--- src/sv/pce_pkg.sv ---
// Shared types and constants of the prefix-compressed record encoder.
package pce_pkg;

  localparam int MaxKeyBytes = 32;
  localparam int KeyAddrW    = $clog2(MaxKeyBytes);
  localparam int KeyCntW     = $clog2(MaxKeyBytes + 1);
  localparam int VarintMaxContinue = 4;

  typedef logic [2:0] part_t;
  localparam part_t PART_PFX  = 3'd0;
  localparam part_t PART_KLEN = 3'd1;
  localparam part_t PART_KEY  = 3'd2;
  localparam part_t PART_VLEN = 3'd3;
  localparam part_t PART_VAL  = 3'd4;

  localparam logic REQ_KEY = 1'b0;
  localparam logic REQ_VAL = 1'b1;

  localparam logic REG_PREFIX_EN = 1'b0;
  localparam logic REG_EPB       = 1'b1;

  localparam logic        PREFIX_EN_RST = 1'b1;
  localparam logic [15:0] EPB_RST       = 16'd16;

  typedef struct packed {
    logic        req_type;
    logic [7:0]  data_byte;
    logic [5:0]  key_len;
    logic [31:0] val_len;
    logic        last_byte;
  } in_item_t;

  typedef struct packed {
    logic [7:0] out_byte;
    part_t      out_part;
    logic       last_of_run;
  } out_item_t;

  typedef struct packed {
    logic      valid;
    out_item_t item;
  } emit_t;

  typedef enum logic [3:0] {
    ST_IDLE,
    ST_CMP_RD,
    ST_CMP_CHK,
    ST_PFX,
    ST_KLEN,
    ST_SUF_RD,
    ST_SUF_EM,
    ST_VLEN,
    ST_VAL
  } state_t;

endpackage

--- src/sv/pce_ram.sv ---
// Generic single-write, single-read RAM with registered read data.
module pce_ram #(
  parameter int WIDTH = 8,
  parameter int DEPTH = 32
) (
  input  logic                     clk,
  input  logic                     we,
  input  logic [$clog2(DEPTH)-1:0] waddr,
  input  logic [WIDTH-1:0]         wdata,
  input  logic [$clog2(DEPTH)-1:0] raddr,
  output logic [WIDTH-1:0]         rdata
);

  logic [WIDTH-1:0] mem [DEPTH];

  always_ff @(posedge clk) begin
    if (we) begin
      mem[waddr] <= wdata;
    end
    rdata <= mem[raddr];
  end

endmodule

--- src/sv/pce_core.sv ---
// Sequencer and datapath: key store, prefix compare, header and varint emission.
module pce_core (
  input  logic               clk,
  input  logic               rst_n,
  input  logic               prefix_enable,
  input  logic [15:0]        entries_per_block,
  input  logic               in_valid,
  output logic               in_ready,
  input  pce_pkg::in_item_t  in_item,
  output pce_pkg::emit_t     emit,
  input  logic               emit_take
);

  localparam logic [pce_pkg::KeyCntW-1:0] MaxFill = pce_pkg::KeyCntW'(pce_pkg::MaxKeyBytes);

  pce_pkg::state_t state_r, state_nxt;
  logic                        bank_r, bank_nxt;
  logic [pce_pkg::KeyCntW-1:0] fill_r, fill_nxt;
  logic [pce_pkg::KeyCntW-1:0] prev_len_r, prev_len_nxt;
  logic [15:0]                 cnt_r, cnt_nxt;
  logic [pce_pkg::KeyCntW-1:0] idx_r, idx_nxt;
  logic [pce_pkg::KeyCntW-1:0] common_r, common_nxt;
  logic [31:0]                 vl_r, vl_nxt;
  logic [2:0]                  vcnt_r, vcnt_nxt;

  logic                        key_wr;
  logic [7:0]                  rd0, rd1, cur_rd, prev_rd;
  logic [pce_pkg::KeyCntW-1:0] maxc, idx_inc;
  logic [15:0]                 cnt_inc;
  logic                        vcont;

  pce_ram #(.WIDTH(8), .DEPTH(pce_pkg::MaxKeyBytes)) u_bank0 (
    .clk   (clk),
    .we    (key_wr && !bank_r),
    .waddr (fill_r[pce_pkg::KeyAddrW-1:0]),
    .wdata (in_item.data_byte),
    .raddr (idx_r[pce_pkg::KeyAddrW-1:0]),
    .rdata (rd0)
  );

  pce_ram #(.WIDTH(8), .DEPTH(pce_pkg::MaxKeyBytes)) u_bank1 (
    .clk   (clk),
    .we    (key_wr && bank_r),
    .waddr (fill_r[pce_pkg::KeyAddrW-1:0]),
    .wdata (in_item.data_byte),
    .raddr (idx_r[pce_pkg::KeyAddrW-1:0]),
    .rdata (rd1)
  );

  assign cur_rd  = bank_r ? rd1 : rd0;
  assign prev_rd = bank_r ? rd0 : rd1;
  assign maxc    = (fill_r < prev_len_r) ? fill_r : prev_len_r;
  assign idx_inc = idx_r + pce_pkg::KeyCntW'(1);
  assign cnt_inc = cnt_r + 16'd1;
  assign vcont   = (vl_r[31:7] != '0) && (vcnt_r < 3'(pce_pkg::VarintMaxContinue));

  always_ff @(posedge clk) begin
    if (!rst_n) begin
      state_r    <= pce_pkg::ST_IDLE;
      bank_r     <= 1'b0;
      fill_r     <= '0;
      prev_len_r <= '0;
      cnt_r      <= '0;
    end else begin
      state_r    <= state_nxt;
      bank_r     <= bank_nxt;
      fill_r     <= fill_nxt;
      prev_len_r <= prev_len_nxt;
      cnt_r      <= cnt_nxt;
    end
  end

  always_ff @(posedge clk) begin
    idx_r    <= idx_nxt;
    common_r <= common_nxt;
    vl_r     <= vl_nxt;
    vcnt_r   <= vcnt_nxt;
  end

  always_comb begin
    state_nxt    = state_r;
    bank_nxt     = bank_r;
    fill_nxt     = fill_r;
    prev_len_nxt = prev_len_r;
    cnt_nxt      = cnt_r;
    idx_nxt      = idx_r;
    common_nxt   = common_r;
    vl_nxt       = vl_r;
    vcnt_nxt     = vcnt_r;
    key_wr       = 1'b0;
    in_ready     = 1'b0;
    emit         = '0;

    case (state_r)
      pce_pkg::ST_IDLE: begin
        in_ready = 1'b1;
        if (in_valid) begin
          if (in_item.req_type == pce_pkg::REQ_VAL) begin
            vl_nxt    = {24'd0, in_item.data_byte};
            state_nxt = pce_pkg::ST_VAL;
          end else begin
            // drop key bytes past the store, fill saturates
            key_wr = (in_item.key_len != '0) && (fill_r < MaxFill);
            if (key_wr) begin
              fill_nxt = fill_r + pce_pkg::KeyCntW'(1);
            end
            if (in_item.key_len == '0 || in_item.last_byte) begin
              vl_nxt     = in_item.val_len;
              vcnt_nxt   = '0;
              idx_nxt    = '0;
              common_nxt = '0;
              state_nxt  = prefix_enable ? pce_pkg::ST_CMP_RD : pce_pkg::ST_KLEN;
            end
          end
        end
      end
      pce_pkg::ST_CMP_RD: begin
        if (idx_r >= maxc) begin
          common_nxt = idx_r;
          state_nxt  = pce_pkg::ST_PFX;
        end else begin
          state_nxt = pce_pkg::ST_CMP_CHK;
        end
      end
      pce_pkg::ST_CMP_CHK: begin
        if (cur_rd == prev_rd) begin
          idx_nxt   = idx_inc;
          state_nxt = pce_pkg::ST_CMP_RD;
        end else begin
          common_nxt = idx_r;
          state_nxt  = pce_pkg::ST_PFX;
        end
      end
      pce_pkg::ST_PFX: begin
        emit.valid = 1'b1;
        emit.item  = '{out_byte: 8'(common_r), out_part: pce_pkg::PART_PFX, last_of_run: 1'b0};
        if (emit_take) begin
          state_nxt = pce_pkg::ST_KLEN;
        end
      end
      pce_pkg::ST_KLEN: begin
        emit.valid = 1'b1;
        emit.item  = '{out_byte: 8'(fill_r - common_r), out_part: pce_pkg::PART_KLEN,
                       last_of_run: 1'b0};
        if (emit_take) begin
          idx_nxt   = common_r;
          state_nxt = (common_r < fill_r) ? pce_pkg::ST_SUF_RD : pce_pkg::ST_VLEN;
        end
      end
      pce_pkg::ST_SUF_RD: begin
        state_nxt = pce_pkg::ST_SUF_EM;
      end
      pce_pkg::ST_SUF_EM: begin
        emit.valid = 1'b1;
        emit.item  = '{out_byte: cur_rd, out_part: pce_pkg::PART_KEY, last_of_run: 1'b0};
        if (emit_take) begin
          idx_nxt   = idx_inc;
          state_nxt = (idx_inc < fill_r) ? pce_pkg::ST_SUF_RD : pce_pkg::ST_VLEN;
        end
      end
      pce_pkg::ST_VLEN: begin
        emit.valid = 1'b1;
        emit.item  = '{out_byte: {vcont, vl_r[6:0]}, out_part: pce_pkg::PART_VLEN,
                       last_of_run: !vcont};
        if (emit_take) begin
          if (vcont) begin
            vl_nxt   = vl_r >> 7;
            vcnt_nxt = vcnt_r + 3'd1;
          end else begin
            // retire the record: current key becomes the previous key
            bank_nxt = !bank_r;
            fill_nxt = '0;
            if (cnt_inc >= entries_per_block) begin
              cnt_nxt      = '0;
              prev_len_nxt = '0;
            end else begin
              cnt_nxt      = cnt_inc;
              prev_len_nxt = fill_r;
            end
            state_nxt = pce_pkg::ST_IDLE;
          end
        end
      end
      pce_pkg::ST_VAL: begin
        emit.valid = 1'b1;
        emit.item  = '{out_byte: vl_r[7:0], out_part: pce_pkg::PART_VAL, last_of_run: 1'b1};
        if (emit_take) begin
          state_nxt = pce_pkg::ST_IDLE;
        end
      end
      default: begin
        state_nxt = pce_pkg::ST_IDLE;
      end
    endcase
  end

endmodule

--- src/sv/prefix_compressed_record_encoder.sv ---
// Top level: configuration registers, sequencer core and output register.
//
// Records arrive on the in_ channel one byte per beat: key bytes (req_type 0)
// with key_len and val_len, then value bytes (req_type 1). Encoded
// bytes leave on the out_ channel, tagged with out_part; last_of_run marks
// the final beat caused by one input beat. The APB port (psel ... pready)
// holds prefix_enable at address 0 and entries_per_block at address 4.
// Steps per input beat, set by the sequencer walking the two key banks:
//   key byte that does not end the key: accepted, in_ready stays high.
//   value byte: accepted, then loaded into the output register.
//   key end in prefix mode: compare the C common-prefix bytes (plus one
//   differing byte when one ends the compare), then emit the prefix byte,
//   the key-length byte, the S suffix bytes and the V varint bytes, 1..5;
//   raw mode drops the compare and the prefix byte and emits all K key bytes.
// Each result is loaded into the output register from the state that produces it.
// Reset clears the sequencer, the output register, the previous key length,
// the record count, and loads the register defaults; no clearing pass runs.
// A stalled receiver (out_ready low) holds out_valid and out_item, and the
// sequencer waits with it; in_ready stays low until the run is done.
module prefix_compressed_record_encoder (
  input  logic               clk,
  input  logic               rst_n,
  input  logic               in_valid,
  output logic               in_ready,
  input  pce_pkg::in_item_t  in_item,
  output logic               out_valid,
  input  logic               out_ready,
  output pce_pkg::out_item_t out_item,
  input  logic               psel,
  input  logic               penable,
  input  logic               pwrite,
  input  logic [2:0]         paddr,
  input  logic [31:0]        pwdata,
  output logic [31:0]        prdata,
  output logic               pready
);

  logic               prefix_en_r;
  logic [15:0]        epb_r;
  logic               out_valid_r;
  pce_pkg::out_item_t out_item_r;
  pce_pkg::emit_t     emit;
  logic               emit_take;
  logic               cfg_wr;

  assign pready = 1'b1;
  assign cfg_wr = psel && penable && pwrite;

  always_ff @(posedge clk) begin
    if (!rst_n) begin
      prefix_en_r <= pce_pkg::PREFIX_EN_RST;
      epb_r       <= pce_pkg::EPB_RST;
    end else if (cfg_wr) begin
      case (paddr[2])
        pce_pkg::REG_PREFIX_EN: prefix_en_r <= pwdata[0];
        pce_pkg::REG_EPB:       epb_r       <= pwdata[15:0];
        default: begin
        end
      endcase
    end
  end

  always_comb begin
    case (paddr[2])
      pce_pkg::REG_PREFIX_EN: prdata = {31'd0, prefix_en_r};
      pce_pkg::REG_EPB:       prdata = {16'd0, epb_r};
      default:                prdata = '0;
    endcase
  end

  pce_core u_core (
    .clk               (clk),
    .rst_n             (rst_n),
    .prefix_enable     (prefix_en_r),
    .entries_per_block (epb_r),
    .in_valid          (in_valid),
    .in_ready          (in_ready),
    .in_item           (in_item),
    .emit              (emit),
    .emit_take         (emit_take)
  );

  // load a new beat when the register is empty or its beat is leaving
  assign emit_take = !out_valid_r || out_ready;

  always_ff @(posedge clk) begin
    if (!rst_n) begin
      out_valid_r <= 1'b0;
    end else if (emit_take) begin
      out_valid_r <= emit.valid;
    end
  end

  always_ff @(posedge clk) begin
    if (emit_take && emit.valid) begin
      out_item_r <= emit.item;
    end
  end

  assign out_valid = out_valid_r;
  assign out_item  = out_item_r;

endmodule

--- config.mk ---
export PLATFORM = sky130hd
export DESIGN_NAME = prefix_compressed_record_encoder
export DESIGN_NICKNAME = d
export VERILOG_FILES = /design/src/sv/pce_pkg.sv /design/src/sv/pce_ram.sv /design/src/sv/pce_core.sv /design/src/sv/prefix_compressed_record_encoder.sv
export SDC_FILE = /design/constraint.sdc
export NUM_CORES = 1
export LEC_CHECK = 0
export BUFFER_PORTS_ARGS = -buffer_cell sky130_fd_sc_hd__buf_4
export CORE_MARGIN = 3
export CORE_UTILIZATION = 50
export CTS_BUF_LIST = sky130_fd_sc_hd__clkbuf_8 sky130_fd_sc_hd__clkbuf_16
export CTS_CLUSTER_SIZE = 14
export DETAILED_ROUTE_END_ITERATION = 12
export GPL_TIMING_DRIVEN = 0
export PLACE_DENSITY = 0.67
export SKIP_CTS_REPAIR_TIMING = 1
export SLEW_MARGIN = 15
export SYNTH_ARGS = -nofsm -noshare
export SYNTH_HDL_FRONTEND = slang
export SYNTH_SLANG_ARGS = --single-unit
--- constraint.sdc ---
create_clock -name clk -period 4.3 [get_ports clk]
set_clock_uncertainty 0.1 [all_clocks]
set_input_delay 0 -clock clk [delete_from_list [all_inputs] [get_ports clk]]
set_output_delay 0 -clock clk [all_outputs]
set_load 0.03 [all_outputs]
* Yosys cells after proc, flatten, opt, wreduce, memory -nomap -nowiden
Memory sizes are Yosys's and may differ from the RTL's. A register that Yosys moved wholly into a read port is not among the register bits.
Index checks and enable logic that the tools add are counted.
** Storage, ports and cells
- Register bits after elaboration :: 110
- Bits in writable memories :: 512
- Input port bits :: 90
- Logic and storage cells :: 141
- Memories kept :: 2
** Operators by class
- Add/sub/neg operators :: 5
- $lt $le $gt $ge :: 7
- Equal/unequal tests :: 24
- Multiplexer cells :: 58
- Bitwise gates (word level) :: 2
- Reductions and logical operators :: 28
** Memory list
- u_core.u_bank0.mem :: words 32, bits a word 8, rd ports 1, clocked after Yosys merged registers in 1, wr ports 1, RTL line pce_ram.sv:14 : logic [WIDTH-1:0] mem [DEPTH];
- u_core.u_bank1.mem :: words 32, bits a word 8, rd ports 1, clocked after Yosys merged registers in 1, wr ports 1, RTL line pce_ram.sv:14
** Operators by type and width (count)
- $mux W32 :: 5
- $pmux W32 S2 :: 2
- $mux W6 :: 15
- $pmux W13 S5 :: 1
- $mux W4 :: 9
- $pmux W4 S9 :: 1
- $reduce_bool A25 Y1 :: 1
- $pmux W6 S4 :: 1
- $lt A6 B6 Y1 :: 3
- $mux W3 :: 6
- $ne A2 B2 Y1 const B :: 9
- $pmux W6 S3 :: 1
- $reduce_and A6 Y1 :: 3
- $add A16 B1 Y16 const B :: 1
- $eq A4 B3 Y1 const B :: 4
- $ge A16 B16 Y1 :: 1
- $mux W16 :: 1
- $mux W8 :: 2
- $add A6 B1 Y6 const B :: 2
- $pmux W6 S2 :: 1
- $ne A2 B1 Y1 const B :: 5
- $mux W1 :: 9
- $eq A4 B2 Y1 const B :: 2
- $eq A8 B8 Y1 :: 1
- 25 further kinds :: 38

* Depth between registers and ports, before layout
Gate-level depths: netlist (run 1).
- Depth in word-level cells :: 8
- Depth in mapped cells :: 14
- Mapped depth without buffers :: 14

* By module
A second synthesis (run 1) with hierarchy kept.
** Second synthesis, totals
- Cell total of the unflattened synthesis :: 1563
- Area, all modules :: 26877.0 um^2
** Modules (own cells, without submodules)
- pce_ram :: instances 2, cells each 417, area an instance 10053.4 um^2, sequential area each 7847.5 um^2
- pce_core :: instances 1, cells each 600, area an instance 5401.4 um^2, sequential area each 2072.0 um^2
- prefix_compressed_record_encoder :: instances 1, cells each 129, area an instance 1368.8 um^2, sequential area each 720.7 um^2

* Worst setup path before layout (run 1)
Ideal clock, no wire load.
- Path kind :: register to register
- From :: register u_core.fill_r[1] in the netlist's numbering
- To :: register u_core.common_r[0] in the netlist's numbering (enable)
- Arrival time :: 3.266 ns
- Data required time :: 3.814 ns
- Setup slack :: 0.548 ns
- Stages on the path, launching flop included :: 14
- Buffers on the path :: 0
- Clock period less this slack :: 3.752 ns
- Path through :: dfxtp_1 ha_1 a21o_1 a21o_1 a21o_1 a31oi_2 mux2_2 ha_1 nand2b_1 a211oi_1 o21bai_1 a21o_1 a21oi_1 nor4_1
** On the way
- Word-level cells in the longest chain between the ends :: 5
** RTL lines
- start, declared :: RTL line pce_core.sv:18 : logic [pce_pkg::KeyCntW-1:0] fill_r, fill_nxt;
- start signal, assigned :: RTL line pce_core.sv:67 : fill_r <= fill_nxt;
- $lt A6 B6 Y1 :: RTL line pce_core.sv:52 : assign maxc = (fill_r < prev_len_r) ? fill_r : prev_len_r;
- $mux W6 (*) :: RTL line pce_core.sv:52
- $ge A6 B6 Y1 (*) :: RTL line pce_core.sv:118 : if (idx_r >= maxc) begin
- $ne A2 B1 Y1 (no source line) (*)
- $reduce_and A6 Y1 (no source line) (*)
- end signal, assigned :: RTL line pce_core.sv:75 : common_r <= common_nxt;
- end, declared :: RTL line pce_core.sv:22 : logic [pce_pkg::KeyCntW-1:0] common_r, common_nxt;
Mark *: on every way between the ends. The rest lies on a longest branch, timed or not.
A chain may end at the register's enable or synchronous reset.

* Final worst setup path (run 1)
- From :: register u_core.state_r[1]
- To :: memory u_core.u_bank0.mem[21][3] (enable)
** On the way
- Word-level cells in the longest chain between the ends :: 5
** RTL lines
- start, declared :: RTL line pce_core.sv:16 : pce_pkg::state_t state_r, state_nxt;
- start signal, assigned :: RTL line pce_core.sv:59 : state_r <= pce_pkg::ST_IDLE;
- start signal, assigned :: RTL line pce_core.sv:65 : state_r <= state_nxt;
- $logic_not A4 Y1 :: RTL line pce_core.sv:94 : case (state_r)
- $mux W1 :: RTL line pce_core.sv:94
- $logic_and A1 B1 Y1 :: RTL line pce_core.sv:34 : .we (key_wr && !bank_r),
- $mux W1 :: RTL line pce_ram.sv:17 : if (we) begin
- $mux W1 (not written as such) :: RTL line pce_ram.sv:18 : mem[waddr] <= wdata;
- end, declared :: RTL line pce_ram.sv:14
No other way between the ends.

==> impl_metrics.csv, run 1 <==
group,metric,value,unit
outcome,run_status,"complete, but fails checks",
outcome,violations,"hold timing",
global_routing,grt_usage,23.10,%
place,placed_area,0.02873,mm2
final_layout,layout.nets,2175,
clock_network,clockBufferDepth,3,
final_layout,antenna_cells,0,
sta,fmax,251.3,MHz
worst_setup_path,cpMaxStageDelayCell,"nor2_1",
synthesis,synthTopCellsByArea,"edfxtp_1 63%, mux4_2 6.7%, dfxtp_1 5.0%, mux2i_1 4.1%, ha_1 2.1%",
worst_hold_path,hold_path_class,"primary input to flop",
synthesis,synth-seq-area-share,68.38,%
clock_network,cts_max_level,3,
synthesis,async_reset_ff_share,0,%
synthesis,synth_cells,1781,
synthesis,ys.flop_type,"edfxtp_1",
worst_setup_path,cp-startpoint,"u_core.state_r[1]",
synthesis,yosysTopAreaCell,"edfxtp_1",
place,dp_hpwl,43.29,mm
sta,fin_ws,0.3215,ns
sta,hold_slack,-0.04760,ns
worst_setup_path,cp_cell_sequence,"clkbuf_2 -> nor4_4 -> a21bo_2 -> nor4_1 -> nand2_1 -> nor2_1",
synthesis,ys_types,67,
sta,tns,0,ns
worst_setup_path,worst-path-stages,6,
drt,wl_per_cell,24.03,um
synthesis,ys_warn_count,0,
worst_setup_path,cp-end-kind,"flop",
worst_setup_path,start_kind,"flop",
worst_setup_path,critPathTopFamily,"simple AND/OR/NAND/NOR gates",
drt,route.met2.wl,30.42,mm
floorplan,die_w,238.5,um
sta,slew_viol_final,0,
global_routing,overflow,0,
clock_network,clk_pin_slew,0.06,ns
drt,drtAntennaViolNets,0,
place,io_buffers,100,
final_layout,utilization,59.42,%
sta,fin_crit_sh,92.52,%
place,dpl.cell_count,2585,
global_routing,grt_max_degree,66,
drt,drt_iter0_drc,1891,
clock_network,tritoncts,"done",
final_layout,fin_area,0.03154,mm2
drt,via_per_inst,5.958,
sta,hold_viol_final,2,
place,place.gp.congestion,0.8835,
worst_setup_path,path_class,"flop to flop",
drt,top_layer_used,"met4",
sta,rsz0062_at_grt,"no",
synthesis,synth.cell_area,0.02704,mm2
synthesis,synth_top_area_share,63.42,%
sta,relSlewSlack,26.27,%
clock_network,clk_latency,0.60,ns
sta,fin_crit,3.979,ns
drt,first_pass_iters,7,
floorplan,fp.dieH,238.5,um
sta,tightest_slew,1.091,ns
worst_setup_path,reg2reg_from,"u_core.state_r[1]",
floorplan,fp.coreArea,0.05308,mm2
worst_setup_path,cp_max_fo,8,
floorplan,dieArea,0.05690,mm2
drt,totalWireLength,66.74,mm
worst_setup_path,reg2reg_slack,0.32,ns
worst_setup_path,path_buf_inv,1,
global_routing,grt_pass1_wl,98.36,mm
clock_network,cts_root_buffer,"clkbuf_16",
floorplan,rows,84,
worst_setup_path,cp.arrival,4.11,ns
floorplan,io_pins,137,
worst_setup_path,reg2reg_depth,6,
power,ir_worst_vdd,347.3,uV
clock_network,cts_buffers,68,
drt,met1_length,28.88,mm
run,drv_cap,0,
final_layout,finalNonFillerCells,2777,
sta,setup_viol,0,
global_routing,grt_pass1_vias,16010,
synthesis,yosys_register_bits,638,
clock_network,cts_sinks,638,
synthesis,synth_edf_count,571,
drt,met3_length,5.094,mm
power,p_per_area,585.5,mW/mm2
drt,drc,0,
synthesis,syn_avg_cell_area,15.18,um2
global_routing,antenna_found_initial,1,
worst_setup_path,crit_path_max_incr_delay,0.84,ns
drt,vias,16540,
final_layout,area_growth,16.64,%
power,p_leak,10.71,nW
worst_setup_path,endpoint,"u_core.u_bank0.mem[21][3]",
worst_setup_path,cp.required,4.43,ns
final_layout,drive_above_1_share,15.99,%
power,total_power,18.46,mW
floorplan,start_util,50.94,%
place,place_ws,0.1882,ns
worst_setup_path,r2r-end,"u_core.u_bank0.mem[21][3]",
## synth_stat cells (all sizes together), types with 45 or more instances
master / instances
edfxtp: 571
nand2: 127
mux2i: 112
nor2: 89
mux4: 80
o21ai: 75
clkbuf: 70
dfxtp: 67
a21oi: 65
o221ai: 48
buf: 46
ha: 45
## layer usage
layer | vias to the layer above | GRT usage, %
met2 | 697 | 35.20
met4 | 0 | 8.411
met1 | 8261 | 33.50
li1 | 7445 | -
met3 | 141 | 4.545
met5 | - | 0
## placed cells by master, fill, tap and decap left out, drive strengths merged, types with 13 or more instances in the layout
master / n
a211oi: 22
a21o: 25
a21oi: 65
and2: 33
buf: 147
clkbuf: 145
clkinv: 26
conb: 17
dfxtp: 67
dlygate4sd3: 72
edfxtp: 571
ha: 45
inv: 57
mux2i: 112
mux4: 80
nand2: 127
nand2b: 31
nand3: 40
nor2: 89
nor4: 13
o21ai: 75
o221ai: 48
o22ai: 38
xnor2: 16
xor2: 18
## where the power goes
| group | leakage (nW) | total (mW) | switching (mW) | internal (mW) |
|---|---|---|---|---|
| Clock | 1.08 | 5.46 | 2.35 | 3.10 |
| Sequential | 5.72 | 7.50 | 0.247 | 7.26 |
| Combinational | 3.91 | 5.50 | 3.42 | 2.08 |
## how the worst min path moves through the flow
stage | startpoint | endpoint | depth (start not counted)
after floorplan | in_item[39] | u_core.u_bank0.mem[0][0] | 0
after global placement | pwdata[4] | epb_r[4] | 3
after detailed placement | pwdata[4] | epb_r[4] | 3
after CTS | pwdata[4] | epb_r[4] | 3
after global routing | paddr[2] | epb_r[6] | 5
final | paddr[2] | epb_r[6] | 5
## sequential cells by signal (all words and copies together), names as in the netlist
name,flops
u_core.prev_len_r,6
out_item,12
u_core.u_bank0.rdata,8
u_core.u_bank0.mem,256
out_valid,1
u_core.u_bank1.mem,256
u_core.u_bank1.rdata,8
u_core.state_r,4
u_core.cnt_r,16
u_core.vl_r,32
u_core.fill_r,6
prefix_en_r,1
u_core.bank_r,1
epb_r,16
u_core.idx_r,6
u_core.vcnt_r,3
u_core.common_r,6
## final cells by class
class | count | area, um2
clock inverter | 45 | 261.5
tap | 688 | 860.8
timing repair buffer | 173 | 1479
clock buffer | 75 | 1821
buffer | 116 | 535.5
fill | 3908 | 21540
sequential | 638 | 18490
inverter | 41 | 153.9
multi-input combinational | 1001 | 7938
## tightest hold or removal path, cell delays in order
cell      delay [ns]
buf_4           0.11
and4_1          0.13
clkbuf_1        0.18
nand2_1         0.11
a21oi_1         0.05
## logic make-up (layout without fill, tap and decap cells)
logic type                 Yosys count  count (layout)  synth area share, %
AOI/OAI and AO/OA                  309             309                7.539
buffers and inverters              157             450                2.550
muxes                              198             198                11.06
other                                2              17              0.02778
and+or+nand+nor                    397             397                7.187
DFF                                638             638                68.38
adders and majority gates           46              46                2.157
xor gates and xnor gates            34              34                1.101
Note: power is estimated with default switching activity, not from simulation.
==> run 2: changes to the inputs <==
--- a/config.mk
+++ b/config.mk
@@ -5,6 +5,7 @@
 export SDC_FILE = /design/constraint.sdc
 export NUM_CORES = 1
 export LEC_CHECK = 0
+export ABC_AREA = 1
 export BUFFER_PORTS_ARGS = -buffer_cell sky130_fd_sc_hd__buf_4
 export CORE_MARGIN = 3
 export CORE_UTILIZATION = 50
==> run 2 against run 1 <==
The run now ends clean. Sequential share of layout area fell by 1.7 points. Register-to-register slack improved by 0.43 ns. Wire length is 26% higher. Die area is 2.6% higher.
==> impl_metrics.csv, run 2 <==
group,metric,value,unit
outcome,run_status,"complete, no violations",
final_layout,num-fill-cells,4314,
drt,via_per_inst,5.678,
drt,wl_per_cell,23.54,um
drt,met3_length,7.366,mm
floorplan,fp.coreArea,0.05435,mm2
floorplan,io_pins,137,
synthesis,ys_types,46,
synthesis,synth_top_area_share,61.74,%
power,p_seq_share,36.8,%
final_layout,area_growth,17.03,%
synthesis,syn_avg_cell_area,11.06,um2
worst_setup_path,cp-end-kind,"flop",
final_layout,antenna_cells,0,
drt,totalWireLength,83.84,mm
sta,setup_viol,0,
worst_setup_path,cp_max_fo,10,
power,p_leak,12.14,nW
floorplan,die_w,241.7,um
global_routing,grt_usage,27.85,%
sta,tightest_slew,1.077,ns
floorplan,start_util,51.10,%
power,ir_worst_vdd,431.2,uV
drt,vias,20230,
sta,hold_slack,0.005607,ns
clock_network,cts_buffers,69,
power,p_per_area,638.9,mW/mm2
place,dpl.cell_count,3366,
final_layout,final_cell_mix,"571 x edfxtp_1, 490 x nand2_1, 325 x nor2_1",
synthesis,synth-seq-area-share,66.57,%
synthesis,synthTopCellsByArea,"edfxtp_1 62%, nand2_1 6.6%, dfxtp_1 4.8%, nor2_1 4.4%, o21ai_0 3.1%",
worst_setup_path,path_class,"flop to flop",
global_routing,grt_pass1_vias,19070,
place,place.gp.congestion,1.043,
global_routing,antenna_found_initial,0,
worst_hold_path,hold_path_class,"primary input to flop",
synthesis,ys.flop_type,"edfxtp_1",
drt,drc,0,
sta,rsz0062_at_grt,"no",
floorplan,dieArea,0.05841,mm2
place,place_ws,0.7731,ns
sta,relSlewSlack,27.94,%
clock_network,clk_pin_slew,0.06,ns
power,pwr-share-comb,35.2,%
clock_network,cts_sinks,638,
sta,slew_viol_final,0,
synthesis,synth_common_cells,"571 x edfxtp_1, 490 x nand2_1, 326 x nor2_1",
synthesis,synth_most_common_cell,"edfxtp_1",
sta,fin_ws,0.7498,ns
sta,hold_viol_final,0,
drt,first_pass_iters,5,
clock_network,clockBufferDepth,3,
run,drv_cap,0,
drt,route.met2.wl,39.78,mm
drt,drt_iter0_drc,2354,
synthesis,synth_cells,2511,
worst_setup_path,cp.arrival,3.67,ns
final_layout,drive_above_1_share,10.56,%
sta,tns,0,ns
place,dp_hpwl,57.49,mm
power,p_int,12.83,mW
drt,top_layer_used,"met4",
clock_network,clk_latency,0.61,ns
power,power.share.clock,28.0,%
sta,fmax,281.7,MHz
final_layout,reg.largest.list,"u_core.u_bank0.mem (256), u_core.u_bank1.mem (256), u_core.vl_r (32)",
synthesis,yosysTopAreaCell,"edfxtp_1",
final_layout,mostFrequentLayoutCell,"edfxtp_1",
global_routing,overflow,0,
drt,drtAntennaViolNets,0,
clock_network,cts_max_level,3,
floorplan,rows,85,
final_layout,layout.nets,2907,
clock_network,tritoncts,"done",
place,io_buffers,100,
synthesis,synth_edf_count,571,
clock_network,cts_root_buffer,"clkbuf_16",
sta,fin_crit_sh,82.56,%
global_routing,grt_max_degree,66,
worst_setup_path,cp.required,4.42,ns
power,p_switching,7.934,mW
sta,fin_crit,3.550,ns
synthesis,ys_warn_count,0,
global_routing,grt_pass1_wl,121.6,mm
synthesis,yosys_register_bits,638,
synthesis,synth.cell_area,0.02777,mm2
floorplan,fp.dieH,241.7,um
drt,met1_length,32.71,mm
power,switching_share,38.21,%
synthesis,async_reset_ff_share,0,%
worst_setup_path,start_kind,"flop",
final_layout,finalNonFillerCells,3562,
## run 2: cell types whose count changed after synthesis, moves of 33 or more
cell      change
nand2_1     +363
nor2_1      +237
o21ai_0      +99
mux4_2       -80
inv_1        +79
o21ai_1      +70
a21oi_1      +63
o211ai_1     +51
mux2i_1      -48
o221ai_1     -47
and2_1       -33
## run 2: worst paths after layout
check                    from            endpoint  slack, ns  cells past startpoint
max          u_core.fill_r[1]  u_core.common_r[5]       0.75                     13
min                  paddr[2]            epb_r[5]      0.006                      6
min reg2reg          epb_r[1]            epb_r[1]       0.38                      2
max reg2reg  u_core.fill_r[1]  u_core.common_r[5]       0.75                     13
## run 2: critical path, cell delays in order (launching register included)
cell and delay, ns:
dfxtp_1 0.60, ha_1 0.32, a21oi_1 0.15, o221ai_1 0.16
clkbuf_1 0.23, nand2_1 0.09, o21ai_0 0.08, ha_1 0.29
inv_1 0.04, a21boi_0 0.14, o21ai_0 0.11, o211ai_1 0.14
nor2_1 0.08, nor4_2 0.64
## run 2: power by group through the flow
stage          Combinational, mW  Clock, mW  Sequential (mW)
6_report                    7.32       5.81             7.64
5_1_grt                     7.76       6.14             7.67
4_1_cts                     7.08       5.86             7.63
3_5_place_dp                7.06          0             7.76
3_3_place_gp                6.92          0             7.77
2_1_floorplan               4.10          0             7.80
## run 2: kinds of logic after synthesis
family / count (synthesis) / synth area share [%]
buf+inv: 299 / 4.631
xor+xnor: 25 / 0.7884
other cells: 2 / 0.02704
simple gates: 918 / 13.16
flops: 638 / 66.57
compound gates: 519 / 10.41
mux: 64 / 2.307
fa+ha+maj: 46 / 2.099
## run 2: routing by layer
metal | track usage [%] | vias to the layer above
li1 | - | 9320
met1 | 36.21 | 9739
met2 | 45.47 | 968
met3 | 5.905 | 199
met4 | 12.13 | 0
met5 | 0 | -
## run 2: layout make-up
class	count	area, um2	area share [%]
buffer	152	734.5	2.260
clock buffer	76	1868	5.748
clock inverter	47	364.1	1.120
inverter	147	551.8	1.698
multi-input combinational	1589	8068	24.82
sequential	638	18490	56.89
tap	739	924.6	2.845
timing repair buffer	174	1501	4.620
## run 2: metrics by stage
step	power [mW]	utilization (%)	cell area, um2
6_report	20.76	59.80	32500
2_1_floorplan	11.89	-	27830
3_3_place_gp	14.69	54.29	29500
3_5_place_dp	14.81	54.35	29540
5_1_grt	21.57	59.80	32500
4_1_cts	20.57	58.46	31770
